`src/rtl/core/sfr_pkg.sv`:
```
package sfr_pkg;

    // Request codes.
    localparam logic [1:0] REQ_START = 2'd0;
    localparam logic [1:0] REQ_BYTE  = 2'd1;
    localparam logic [1:0] REQ_TICK  = 2'd2;
    localparam logic [1:0] REQ_CLEAR = 2'd3;

    // Result status codes.
    localparam logic [1:0] ST_GOOD     = 2'd0;
    localparam logic [1:0] ST_PARSE    = 2'd1;
    localparam logic [1:0] ST_CHECKSUM = 2'd2;
    localparam logic [1:0] ST_TIMEOUT  = 2'd3;

    // Configuration register indexes.
    localparam logic [1:0] CFG_TIMEOUT = 2'd0;
    localparam logic [1:0] CFG_COPY    = 2'd1;

    localparam logic [7:0]  START_BYTE    = 8'hFD;
    localparam logic [7:0]  CR_BYTE       = 8'h0D;
    localparam logic [7:0]  LF_BYTE       = 8'h0A;
    localparam logic [6:0]  MIN_FRAME     = 7'd4;
    localparam logic [6:0]  MAX_RUN       = 7'd64;
    localparam logic [15:0] TIMEOUT_RESET = 16'd200;
    localparam logic [6:0]  COPY_RESET    = 7'd32;

    typedef struct packed {
        logic [1:0] req_type;
        logic [7:0] rx_byte;
    } req_t;

    typedef struct packed {
        logic [31:0] attempts;
        logic [31:0] received;
        logic [31:0] failed;
        logic [31:0] checksum_error;
        logic [31:0] timeout;
        logic [31:0] parse_error;
    } counters_t;

    typedef struct packed {
        logic [1:0]  status;
        logic [7:0]  data_byte;
        logic        last;
        logic [6:0]  frame_length;
        logic [31:0] attempts_count;
        logic [31:0] received_count;
        logic [31:0] failed_count;
        logic [31:0] checksum_error_count;
        logic [31:0] timeout_count;
        logic [31:0] parse_error_count;
    } rsp_t;

    // One unit of work handed from the front end to the drain side.
    typedef struct packed {
        logic [1:0] status;
        logic [6:0] frame_length;
        logic [6:0] run_length;
        counters_t  counters;
    } job_t;

endpackage

```
`src/rtl/core/sfr_front.sv`:
```
module sfr_front #(
    parameter int FRAME_DEPTH = 64
) (
    input  logic                          clk,
    input  logic                          rst_n,
    input  logic                          req_valid,
    output logic                          req_ready,
    input  sfr_pkg::req_t                 req,
    input  logic                          cfg_valid,
    output logic                          cfg_ready,
    input  logic [1:0]                    cfg_index,
    input  logic [15:0]                   cfg_data,
    output logic                          job_valid,
    input  logic                          job_ready,
    output sfr_pkg::job_t                 job,
    output logic                          mem_we,
    output logic [$clog2(FRAME_DEPTH)-1:0] mem_addr,
    output logic [7:0]                    mem_wdata,
    input  logic                          drain_done
);
    import sfr_pkg::*;

    localparam int AW = $clog2(FRAME_DEPTH);
    localparam int PW = $clog2(FRAME_DEPTH + 1);
    localparam int CW = (PW > 7) ? PW : 7;

    logic [PW-1:0] wpos_reg, wpos_next;
    logic [7:0]    xor_reg, xor_next;
    logic          prev_cr_reg, prev_cr_next;
    logic          active_reg, active_next;
    logic [15:0]   elapsed_reg, elapsed_next;
    counters_t     cnt_reg, cnt_next;
    logic [15:0]   timeout_reg;
    logic [6:0]    copy_reg;
    logic          busy_reg, busy_next;

    logic          accept;
    logic [PW-1:0] pos1;
    logic [CW-1:0] pos1_w;
    logic [7:0]    xor_new;
    logic [6:0]    copy_lim;
    logic [6:0]    run_cap;
    logic [6:0]    run_len;
    logic [15:0]   elapsed_inc;
    logic [15:0]   timeout_lim;
    logic          frame_end;

    // A drain of a good frame reads the frame store, so nothing is taken
    // until it has finished.
    assign req_ready = !busy_reg && job_ready;
    assign cfg_ready = 1'b1;
    assign accept    = req_valid && req_ready;

    assign pos1        = wpos_reg + PW'(1);
    assign pos1_w      = CW'(pos1);
    assign xor_new     = (wpos_reg == '0) ? 8'h00 : (xor_reg ^ req.rx_byte);
    assign copy_lim    = (copy_reg == 7'd0) ? 7'd1 : copy_reg;
    assign run_cap     = (copy_lim > MAX_RUN) ? MAX_RUN : copy_lim;
    assign run_len     = (pos1_w < CW'(run_cap)) ? pos1_w[6:0] : run_cap;
    assign elapsed_inc = (elapsed_reg == 16'hFFFF) ? elapsed_reg : elapsed_reg + 16'd1;
    assign timeout_lim = (timeout_reg == 16'd0) ? 16'd1 : timeout_reg;
    assign frame_end   = (pos1 >= PW'(2)) && prev_cr_reg && (req.rx_byte == LF_BYTE);

    assign mem_addr  = wpos_reg[AW-1:0];
    assign mem_wdata = req.rx_byte;

    always_comb
    begin
        wpos_next         = wpos_reg;
        xor_next          = xor_reg;
        prev_cr_next      = prev_cr_reg;
        active_next       = active_reg;
        elapsed_next      = elapsed_reg;
        cnt_next          = cnt_reg;
        busy_next         = busy_reg && !drain_done;
        job_valid         = 1'b0;
        job.status        = ST_GOOD;
        job.frame_length  = pos1_w[6:0];
        job.run_length    = 7'd1;
        mem_we            = 1'b0;
        if (accept)
        begin
            case (req.req_type)
                REQ_START:
                begin
                    cnt_next.attempts = cnt_reg.attempts + 32'd1;
                    active_next       = 1'b1;
                    wpos_next         = '0;
                    xor_next          = 8'h00;
                    elapsed_next      = 16'd0;
                end
                REQ_BYTE:
                begin
                    if (active_reg && !(wpos_reg == '0 && req.rx_byte != START_BYTE))
                    begin
                        mem_we       = 1'b1;
                        xor_next     = xor_new;
                        prev_cr_next = (req.rx_byte == CR_BYTE);
                        if (frame_end && pos1_w < CW'(MIN_FRAME))
                        begin
                            cnt_next.parse_error = cnt_reg.parse_error + 32'd1;
                            job_valid  = 1'b1;
                            job.status = ST_PARSE;
                            wpos_next  = '0;
                        end
                        else if (frame_end && (xor_new ^ CR_BYTE ^ LF_BYTE) != 8'h00)
                        begin
                            cnt_next.checksum_error = cnt_reg.checksum_error + 32'd1;
                            job_valid  = 1'b1;
                            job.status = ST_CHECKSUM;
                            wpos_next  = '0;
                        end
                        else if (frame_end)
                        begin
                            cnt_next.received = cnt_reg.received + 32'd1;
                            job_valid      = 1'b1;
                            job.status     = ST_GOOD;
                            job.run_length = run_len;
                            active_next    = 1'b0;
                            wpos_next      = '0;
                            xor_next       = 8'h00;
                            busy_next      = 1'b1;
                        end
                        else
                        begin
                            // Overflow starts the buffer over empty.
                            wpos_next = (pos1 >= PW'(FRAME_DEPTH)) ? '0 : pos1;
                        end
                    end
                end
                REQ_TICK:
                begin
                    if (active_reg)
                    begin
                        elapsed_next = elapsed_inc;
                        if (elapsed_inc >= timeout_lim)
                        begin
                            active_next      = 1'b0;
                            wpos_next        = '0;
                            xor_next         = 8'h00;
                            cnt_next.failed  = cnt_reg.failed + 32'd1;
                            cnt_next.timeout = cnt_reg.timeout + 32'd1;
                            job_valid        = 1'b1;
                            job.status       = ST_TIMEOUT;
                            job.frame_length = 7'd0;
                        end
                    end
                end
                default:
                begin
                    cnt_next = '0;
                end
            endcase
        end
        job.counters = cnt_next;
    end

    always_ff @(posedge clk or negedge rst_n)
    begin
        if (!rst_n)
        begin
            wpos_reg    <= '0;
            xor_reg     <= 8'h00;
            prev_cr_reg <= 1'b0;
            active_reg  <= 1'b0;
            elapsed_reg <= 16'd0;
            cnt_reg     <= '0;
            busy_reg    <= 1'b0;
            timeout_reg <= TIMEOUT_RESET;
            copy_reg    <= COPY_RESET;
        end
        else
        begin
            wpos_reg    <= wpos_next;
            xor_reg     <= xor_next;
            prev_cr_reg <= prev_cr_next;
            active_reg  <= active_next;
            elapsed_reg <= elapsed_next;
            cnt_reg     <= cnt_next;
            busy_reg    <= busy_next;
            if (cfg_valid && cfg_ready)
            begin
                case (cfg_index)
                    CFG_TIMEOUT: timeout_reg <= cfg_data;
                    CFG_COPY:    copy_reg    <= cfg_data[6:0];
                    default:     ;
                endcase
            end
        end
    end

endmodule

```
`src/rtl/core/sfr_queue.sv`:
```
module sfr_queue (
    input  logic          clk,
    input  logic          rst_n,
    input  logic          push_valid,
    output logic          push_ready,
    input  sfr_pkg::job_t push_data,
    output logic          pop_valid,
    input  logic          pop_ready,
    output sfr_pkg::job_t pop_data
);
    import sfr_pkg::*;

    job_t       entry_reg [2];
    logic       wr_ptr_reg;
    logic       rd_ptr_reg;
    logic [1:0] count_reg;
    logic       push;
    logic       pop;

    assign push_ready = (count_reg != 2'd2);
    assign pop_valid  = (count_reg != 2'd0);
    assign pop_data   = entry_reg[rd_ptr_reg];
    assign push       = push_valid && push_ready;
    assign pop        = pop_valid && pop_ready;

    always_ff @(posedge clk)
    begin
        if (push)
        begin
            entry_reg[wr_ptr_reg] <= push_data;
        end
    end

    always_ff @(posedge clk or negedge rst_n)
    begin
        if (!rst_n)
        begin
            wr_ptr_reg <= 1'b0;
            rd_ptr_reg <= 1'b0;
            count_reg  <= 2'd0;
        end
        else
        begin
            if (push)
            begin
                wr_ptr_reg <= !wr_ptr_reg;
            end
            if (pop)
            begin
                rd_ptr_reg <= !rd_ptr_reg;
            end
            if (push && !pop)
            begin
                count_reg <= count_reg + 2'd1;
            end
            else if (pop && !push)
            begin
                count_reg <= count_reg - 2'd1;
            end
        end
    end

`ifndef SYNTH
    // The front end holds its requests off while the queue is full.
    a_no_push_when_full: assert property (@(posedge clk) disable iff (!rst_n)
        push_valid |-> push_ready)
        else $error("job pushed into a full queue");

    a_count_bound: assert property (@(posedge clk) disable iff (!rst_n)
        count_reg != 2'd3)
        else $error("queue count out of range");

    a_pop_decrements: assert property (@(posedge clk) disable iff (!rst_n)
        (pop && !push) |=> count_reg == $past(count_reg) - 2'd1)
        else $error("queue count did not drop after a pop");
`endif

endmodule

```
`src/rtl/core/sfr_back.sv`:
```
module sfr_back #(
    parameter int FRAME_DEPTH = 64
) (
    input  logic                           clk,
    input  logic                           rst_n,
    input  logic                           mem_we,
    input  logic [$clog2(FRAME_DEPTH)-1:0] mem_addr,
    input  logic [7:0]                     mem_wdata,
    input  logic                           job_valid,
    output logic                           job_ready,
    input  sfr_pkg::job_t                  job,
    output logic                           rsp_valid,
    input  logic                           rsp_ready,
    output sfr_pkg::rsp_t                  rsp,
    output logic                           drain_done
);
    import sfr_pkg::*;

    localparam int AW = $clog2(FRAME_DEPTH);
    localparam int XW = (AW > 7) ? AW : 7;

    typedef enum logic [1:0] {
        S_IDLE,
        S_FETCH,
        S_LOAD,
        S_SHOW
    } state_t;

    state_t        state_reg;
    job_t          job_reg;
    logic [XW-1:0] idx_reg;
    logic [7:0]    store_mem [FRAME_DEPTH];
    logic [7:0]    rdata_reg;
    rsp_t          rsp_reg;
    logic          rsp_valid_reg;
    logic          done_reg;

    assign job_ready  = (state_reg == S_IDLE);
    assign rsp_valid  = rsp_valid_reg;
    assign rsp        = rsp_reg;
    assign drain_done = done_reg;

    // Frame store: written by the front end, read one byte per fetch.
    always_ff @(posedge clk)
    begin
        if (mem_we)
        begin
            store_mem[mem_addr] <= mem_wdata;
        end
        rdata_reg <= store_mem[idx_reg[AW-1:0]];
    end

    always_ff @(posedge clk or negedge rst_n)
    begin
        if (!rst_n)
        begin
            state_reg     <= S_IDLE;
            job_reg       <= '0;
            idx_reg       <= '0;
            rsp_reg       <= '0;
            rsp_valid_reg <= 1'b0;
            done_reg      <= 1'b0;
        end
        else
        begin
            done_reg <= 1'b0;
            case (state_reg)
                S_IDLE:
                begin
                    if (job_valid)
                    begin
                        job_reg   <= job;
                        idx_reg   <= '0;
                        state_reg <= S_FETCH;
                    end
                end
                S_FETCH:
                begin
                    state_reg <= S_LOAD;
                end
                S_LOAD:
                begin
                    rsp_reg.status       <= job_reg.status;
                    rsp_reg.data_byte    <= (job_reg.status == ST_GOOD) ? rdata_reg : 8'h00;
                    rsp_reg.last         <= ((idx_reg + XW'(1)) == XW'(job_reg.run_length));
                    rsp_reg.frame_length <= job_reg.frame_length;
                    rsp_reg.attempts_count       <= job_reg.counters.attempts;
                    rsp_reg.received_count       <= job_reg.counters.received;
                    rsp_reg.failed_count         <= job_reg.counters.failed;
                    rsp_reg.checksum_error_count <= job_reg.counters.checksum_error;
                    rsp_reg.timeout_count        <= job_reg.counters.timeout;
                    rsp_reg.parse_error_count    <= job_reg.counters.parse_error;
                    rsp_valid_reg <= 1'b1;
                    state_reg     <= S_SHOW;
                end
                S_SHOW:
                begin
                    if (rsp_ready)
                    begin
                        rsp_valid_reg <= 1'b0;
                        if (rsp_reg.last)
                        begin
                            done_reg  <= (job_reg.status == ST_GOOD);
                            state_reg <= S_IDLE;
                        end
                        else
                        begin
                            idx_reg   <= idx_reg + XW'(1);
                            state_reg <= S_FETCH;
                        end
                    end
                end
                default:
                begin
                    state_reg <= S_IDLE;
                end
            endcase
        end
    end

endmodule

```
`src/rtl/core/serial_frame_receiver_with_stats.sv`:
```
// Serial frame receiver with event counters.
// Requests arrive on req (valid/ready): start a read attempt, a received byte,
// a one-millisecond tick, or a counter clear. Results leave on rsp
// (valid/ready); each carries a status, a data byte, a last flag, the frame
// length and a snapshot of all six event counters as they stood right after
// the request that caused it. Registers (timeout in ticks at index 0,
// max_copy_len at index 1) are written through the cfg channel, which is
// always ready.
// A request is classified in the cycle it is accepted. Up to two pending
// results wait in a job queue, so error and timeout results do not stall
// the request side unless both queue slots are taken.
// The first result passes the job queue and the drain side's fetch and load
// states before it is registered on rsp. Each result goes through fetch (from
// the registered frame store read port), load and present; no new request is
// accepted until the drain of a run of frame bytes is complete.
// At reset the attempt closes, counters clear, and the registers return to
// 200 ms and 32 bytes. The frame store needs no clearing pass.
// When the receiver holds rsp_ready low, the result stays on rsp unchanged
// and the queue fills; once it is full req_ready drops.
module serial_frame_receiver_with_stats #(
    parameter int FRAME_DEPTH = 64
) (
    input  logic          clk,
    input  logic          rst_n,
    input  logic          req_valid,
    output logic          req_ready,
    input  sfr_pkg::req_t req,
    output logic          rsp_valid,
    input  logic          rsp_ready,
    output sfr_pkg::rsp_t rsp,
    input  logic          cfg_valid,
    output logic          cfg_ready,
    input  logic [1:0]    cfg_index,
    input  logic [15:0]   cfg_data
);
    import sfr_pkg::*;

    localparam int AW = $clog2(FRAME_DEPTH);

    // Front end to queue.
    logic          push_valid;
    logic          push_ready;
    job_t          push_job;

    // Queue to drain side.
    logic          pop_valid;
    logic          pop_ready;
    job_t          pop_job;

    // Frame store write port, driven by the front end.
    logic          mem_we;
    logic [AW-1:0] mem_addr;
    logic [7:0]    mem_wdata;

    // Pulses when the last byte of a good frame has been taken.
    logic          drain_done;

    sfr_front #(
        .FRAME_DEPTH (FRAME_DEPTH)
    ) u_front (
        .clk        (clk),
        .rst_n      (rst_n),
        .req_valid  (req_valid),
        .req_ready  (req_ready),
        .req        (req),
        .cfg_valid  (cfg_valid),
        .cfg_ready  (cfg_ready),
        .cfg_index  (cfg_index),
        .cfg_data   (cfg_data),
        .job_valid  (push_valid),
        .job_ready  (push_ready),
        .job        (push_job),
        .mem_we     (mem_we),
        .mem_addr   (mem_addr),
        .mem_wdata  (mem_wdata),
        .drain_done (drain_done)
    );

    sfr_queue u_queue (
        .clk        (clk),
        .rst_n      (rst_n),
        .push_valid (push_valid),
        .push_ready (push_ready),
        .push_data  (push_job),
        .pop_valid  (pop_valid),
        .pop_ready  (pop_ready),
        .pop_data   (pop_job)
    );

    sfr_back #(
        .FRAME_DEPTH (FRAME_DEPTH)
    ) u_back (
        .clk        (clk),
        .rst_n      (rst_n),
        .mem_we     (mem_we),
        .mem_addr   (mem_addr),
        .mem_wdata  (mem_wdata),
        .job_valid  (pop_valid),
        .job_ready  (pop_ready),
        .job        (pop_job),
        .rsp_valid  (rsp_valid),
        .rsp_ready  (rsp_ready),
        .rsp        (rsp),
        .drain_done (drain_done)
    );

endmodule
```
`config.mk`:
```
export PLATFORM = sky130hd
export DESIGN_NAME = serial_frame_receiver_with_stats
export DESIGN_NICKNAME = d
export VERILOG_FILES = /design/src/rtl/core/sfr_pkg.sv /design/src/rtl/core/sfr_front.sv /design/src/rtl/core/sfr_queue.sv /design/src/rtl/core/sfr_back.sv /design/src/rtl/core/serial_frame_receiver_with_stats.sv
export SDC_FILE = /design/constraint.sdc
export NUM_CORES = 2
export LEC_CHECK = 0
export ABC_AREA = 0
export BUFFER_PORTS_ARGS = -buffer_cell sky130_fd_sc_hd__buf_4
export CAP_MARGIN = 20
export CORE_MARGIN = 2
export CORE_UTILIZATION = 45
export CTS_BUF_LIST = sky130_fd_sc_hd__clkbuf_16
export CTS_CLUSTER_SIZE = 28
export DETAILED_ROUTE_END_ITERATION = 8
export PLACE_DENSITY_LB_ADDON = 0.1
export SETUP_SLACK_MARGIN = 0.2
export SKIP_CTS_REPAIR_TIMING = 1
export SYNTH_ARGS = -nofsm -noshare
export SYNTH_HDL_FRONTEND = slang
export SYNTH_SLANG_ARGS = --single-unit
```
`constraint.sdc`:
```
create_clock -name clk -period 27.1 [get_ports clk]
set_input_delay 4.065 -clock clk [delete_from_list [all_inputs] [get_ports clk]]
set_output_delay 4.065 -clock clk [all_outputs]
set_load 0.005 [all_outputs]
```
==> results.ini <==
[floorplanning]
io_pins = 246
core-area_sq_um = 145000
die_area_sq_um = 149000
fp-row-count = 140
die_w_um = 386
fp.dieH_um = 386
initial_core_util = 0.452

[cells_and_area]
largest_reg_flops = 512
drive_gt1_frac = 0.195
fillers = 12200
regArea_sq_um = 45100
area_growth_syn_to_layout_pct = 14.1
fin_nets = 4868
finalInstanceArea_sq_um = 75000
multi_input_area_sq_um = 19500
final_util = 0.516
final_common_cell = edfxtp_1
layout_common_cells = edfxtp_1, dfrtp_1, nand2_1

[run]
maxCapViolations = 0

[clock_tree]
clkLatencyLatePin_ns = 0.77
ctsHtreeMaxLevel = 4
cts-root-buf = clkbuf_16
numCtsBuffers = 169
clkSlewWorstSetupHoldPaths_ns = 0.06
cts_tree = done
cts_num_sinks = 1618
cts_buffer_depth = 3

[timing]
final.min_clock_period_ns = 8.43
finalHoldViolations = 0
whs_ns = 0.448
clock_skew_ns = 0.0222
period_share = 0.311
fmax_mhz = 119
max_slew_margin = 0.270
worst_slew_pin_slew_ns = 1.09
rsz0062_at_grt = no
setup_violations = 0
fin_tns_setup_ns = 0
slew_violations = 0

[worst_setup_path]
reg2reg_slack_ns = 20.05
worst-path-max-fanout = 69
timing.rr.start = u_front.elapsed_reg[3]$_DFFE_PN0P_
cp-endpoint = u_queue.entry_reg[1][12]$_DFFE_PP_
cp_data_arrival_time_ns = 8.82
path_class = in2reg
end_kind = flip-flop
critPathLaunch = req[4]
startpoint_type = input port
worstRegToRegCells = 18
r2r-end = u_queue.entry_reg[1][12]$_DFFE_PP_
required_ns = 27.49

[yosys]
synth_cells = 4564
synth_edf_count = 928
yosys_warnings = 0
syn_area_per_cell_sq_um = 14.4
ys_seq_area_frac = 0.686
yosys_register_bits = 1618
synth.net_count = 4638
synth.distinct_cells = 82
synth_area_sq_um = 65800
synth-async-reset-ratio = 0.422
synth_flop_cell = edfxtp_1

[grt]
antenna_found_initial = 4
grt_first_pass_wirelength_um = 232000
grt_pass1_vias = 37300
grt_usage = 0.203
grt_max_degree = 207
gr-total-overflow = 0

[detailed_routing]
vias_per_cell = 5.62
wire_per_inst_um = 22.0
routed_wirelength_um = 151000
first_pass_iters = 5
ant_nets = 0
drc = 0
vias = 38500
drtIter0Drc = 3063

[place]
port_buffers = 244
hpwl_um = 94300
gp_congestion = 0.785
placed_cell_area_sq_um = 69700

[status]
outcome = completed

[min_path]
hold_path.class = reg2reg

[power_and_ir_drop]
leakagePower_nw = 28.9
ir_drop_v = 0.0000677
power_density_nw_per_um2 = 93.8

[synth_stat cells, drive strengths merged, types with 41 or more instances]
| cell | n | area [sq um] |
|---|---|---|
| ha | 41 | 513 |
| inv | 68 | 255 |
| dfrtp | 678 | 17000 |
| nand3 | 173 | 866 |
| or4 | 50 | 375 |
| nor2 | 171 | 642 |
| o21ai | 455 | 2280 |
| nand4 | 65 | 413 |
| buf | 45 | 218 |
| o211ai | 59 | 448 |
| clkbuf | 213 | 800 |
| mux2 | 213 | 2400 |
| mux2i | 223 | 2230 |
| and3 | 60 | 375 |
| mux4 | 160 | 3600 |
| a21oi | 77 | 385 |
| edfxtp | 928 | 27900 |
| nand2 | 450 | 1690 |
[cells by family (layout without fill, tap and decap cells)]
family,Yosys count,in the layout,share of synthesized area
flip-flops,1618,1618,0.686
AND/OR/NAND/NOR,1151,1151,0.0855
AO/OA/AOI/OAI,791,791,0.0710
multiplexers,596,596,0.125
buffers and inverters,327,699,0.0194
adder cells (fa/ha/maj),41,41,0.00780
XOR/XNOR,39,39,0.00519
other,1,2,0.0000570
[how the worst min path moves through the flow]
stage               cells after the start                    endpoint                         from  slack [ns]
detailed placement                      1  u_front.busy_reg$_DFF_PN0_  u_back.drain_done$_DFF_PN0_        0.44
floorplan                               1  u_front.busy_reg$_DFF_PN0_  u_back.drain_done$_DFF_PN0_        0.40
global placement                        1  u_front.busy_reg$_DFF_PN0_  u_back.drain_done$_DFF_PN0_        0.42
finish                                  1  u_front.busy_reg$_DFF_PN0_  u_back.drain_done$_DFF_PN0_        0.45
CTS                                     1  u_front.busy_reg$_DFF_PN0_  u_back.drain_done$_DFF_PN0_        0.45
global route                            1  u_front.busy_reg$_DFF_PN0_  u_back.drain_done$_DFF_PN0_        0.46
[area by class of cell]
type | instances | area share
Inverter | 69 | 0.00345
Multi-Input combinational cell | 2619 | 0.260
Antenna cell | 1 | 0.0000333
Timing Repair Buffer | 317 | 0.0329
Sequential cell | 1618 | 0.601
Tap cell | 1917 | 0.0320
Clock buffer | 177 | 0.0590
Clock inverter | 136 | 0.0114
[through the flow]
stage	std cells	power, W	setup slack [ns]
floorplan	4564	0.00423	11.59
global placement	6537	0.00489	17.81
detailed placement	6537	0.00493	17.81
CTS	6850	0.00715	18.62
global route	6853	0.00743	18.35
finish	6854	0.00704	18.67
[report_power, final]
group,switching (W),total [W],internal (W)
registers,0.000298,0.00327,0.00298
logic,0.000768,0.00156,0.000795
clock network,0.000939,0.00220,0.00126
total,0.00201,0.00704,0.00503
[routing by layer]
metal / GRT usage / wire [um]
met2: 0.308 / 69000
met4: 0.0561 / 3460
met3: 0.0334 / 7700
met1: 0.303 / 70800
met5: 0 / 13
[critical path, stage by stage]
cell and delay [ns]:
buf_4 0.63, nand4_1 0.32, nor2_1 0.34, o211ai_2 0.11, buf_4 0.23, or3_1 0.34, a21oi_1 0.35, and2_4 0.66
buf_4 0.77, buf_4 0.81
No activity file was read; power rests on OpenSTA's default activity.
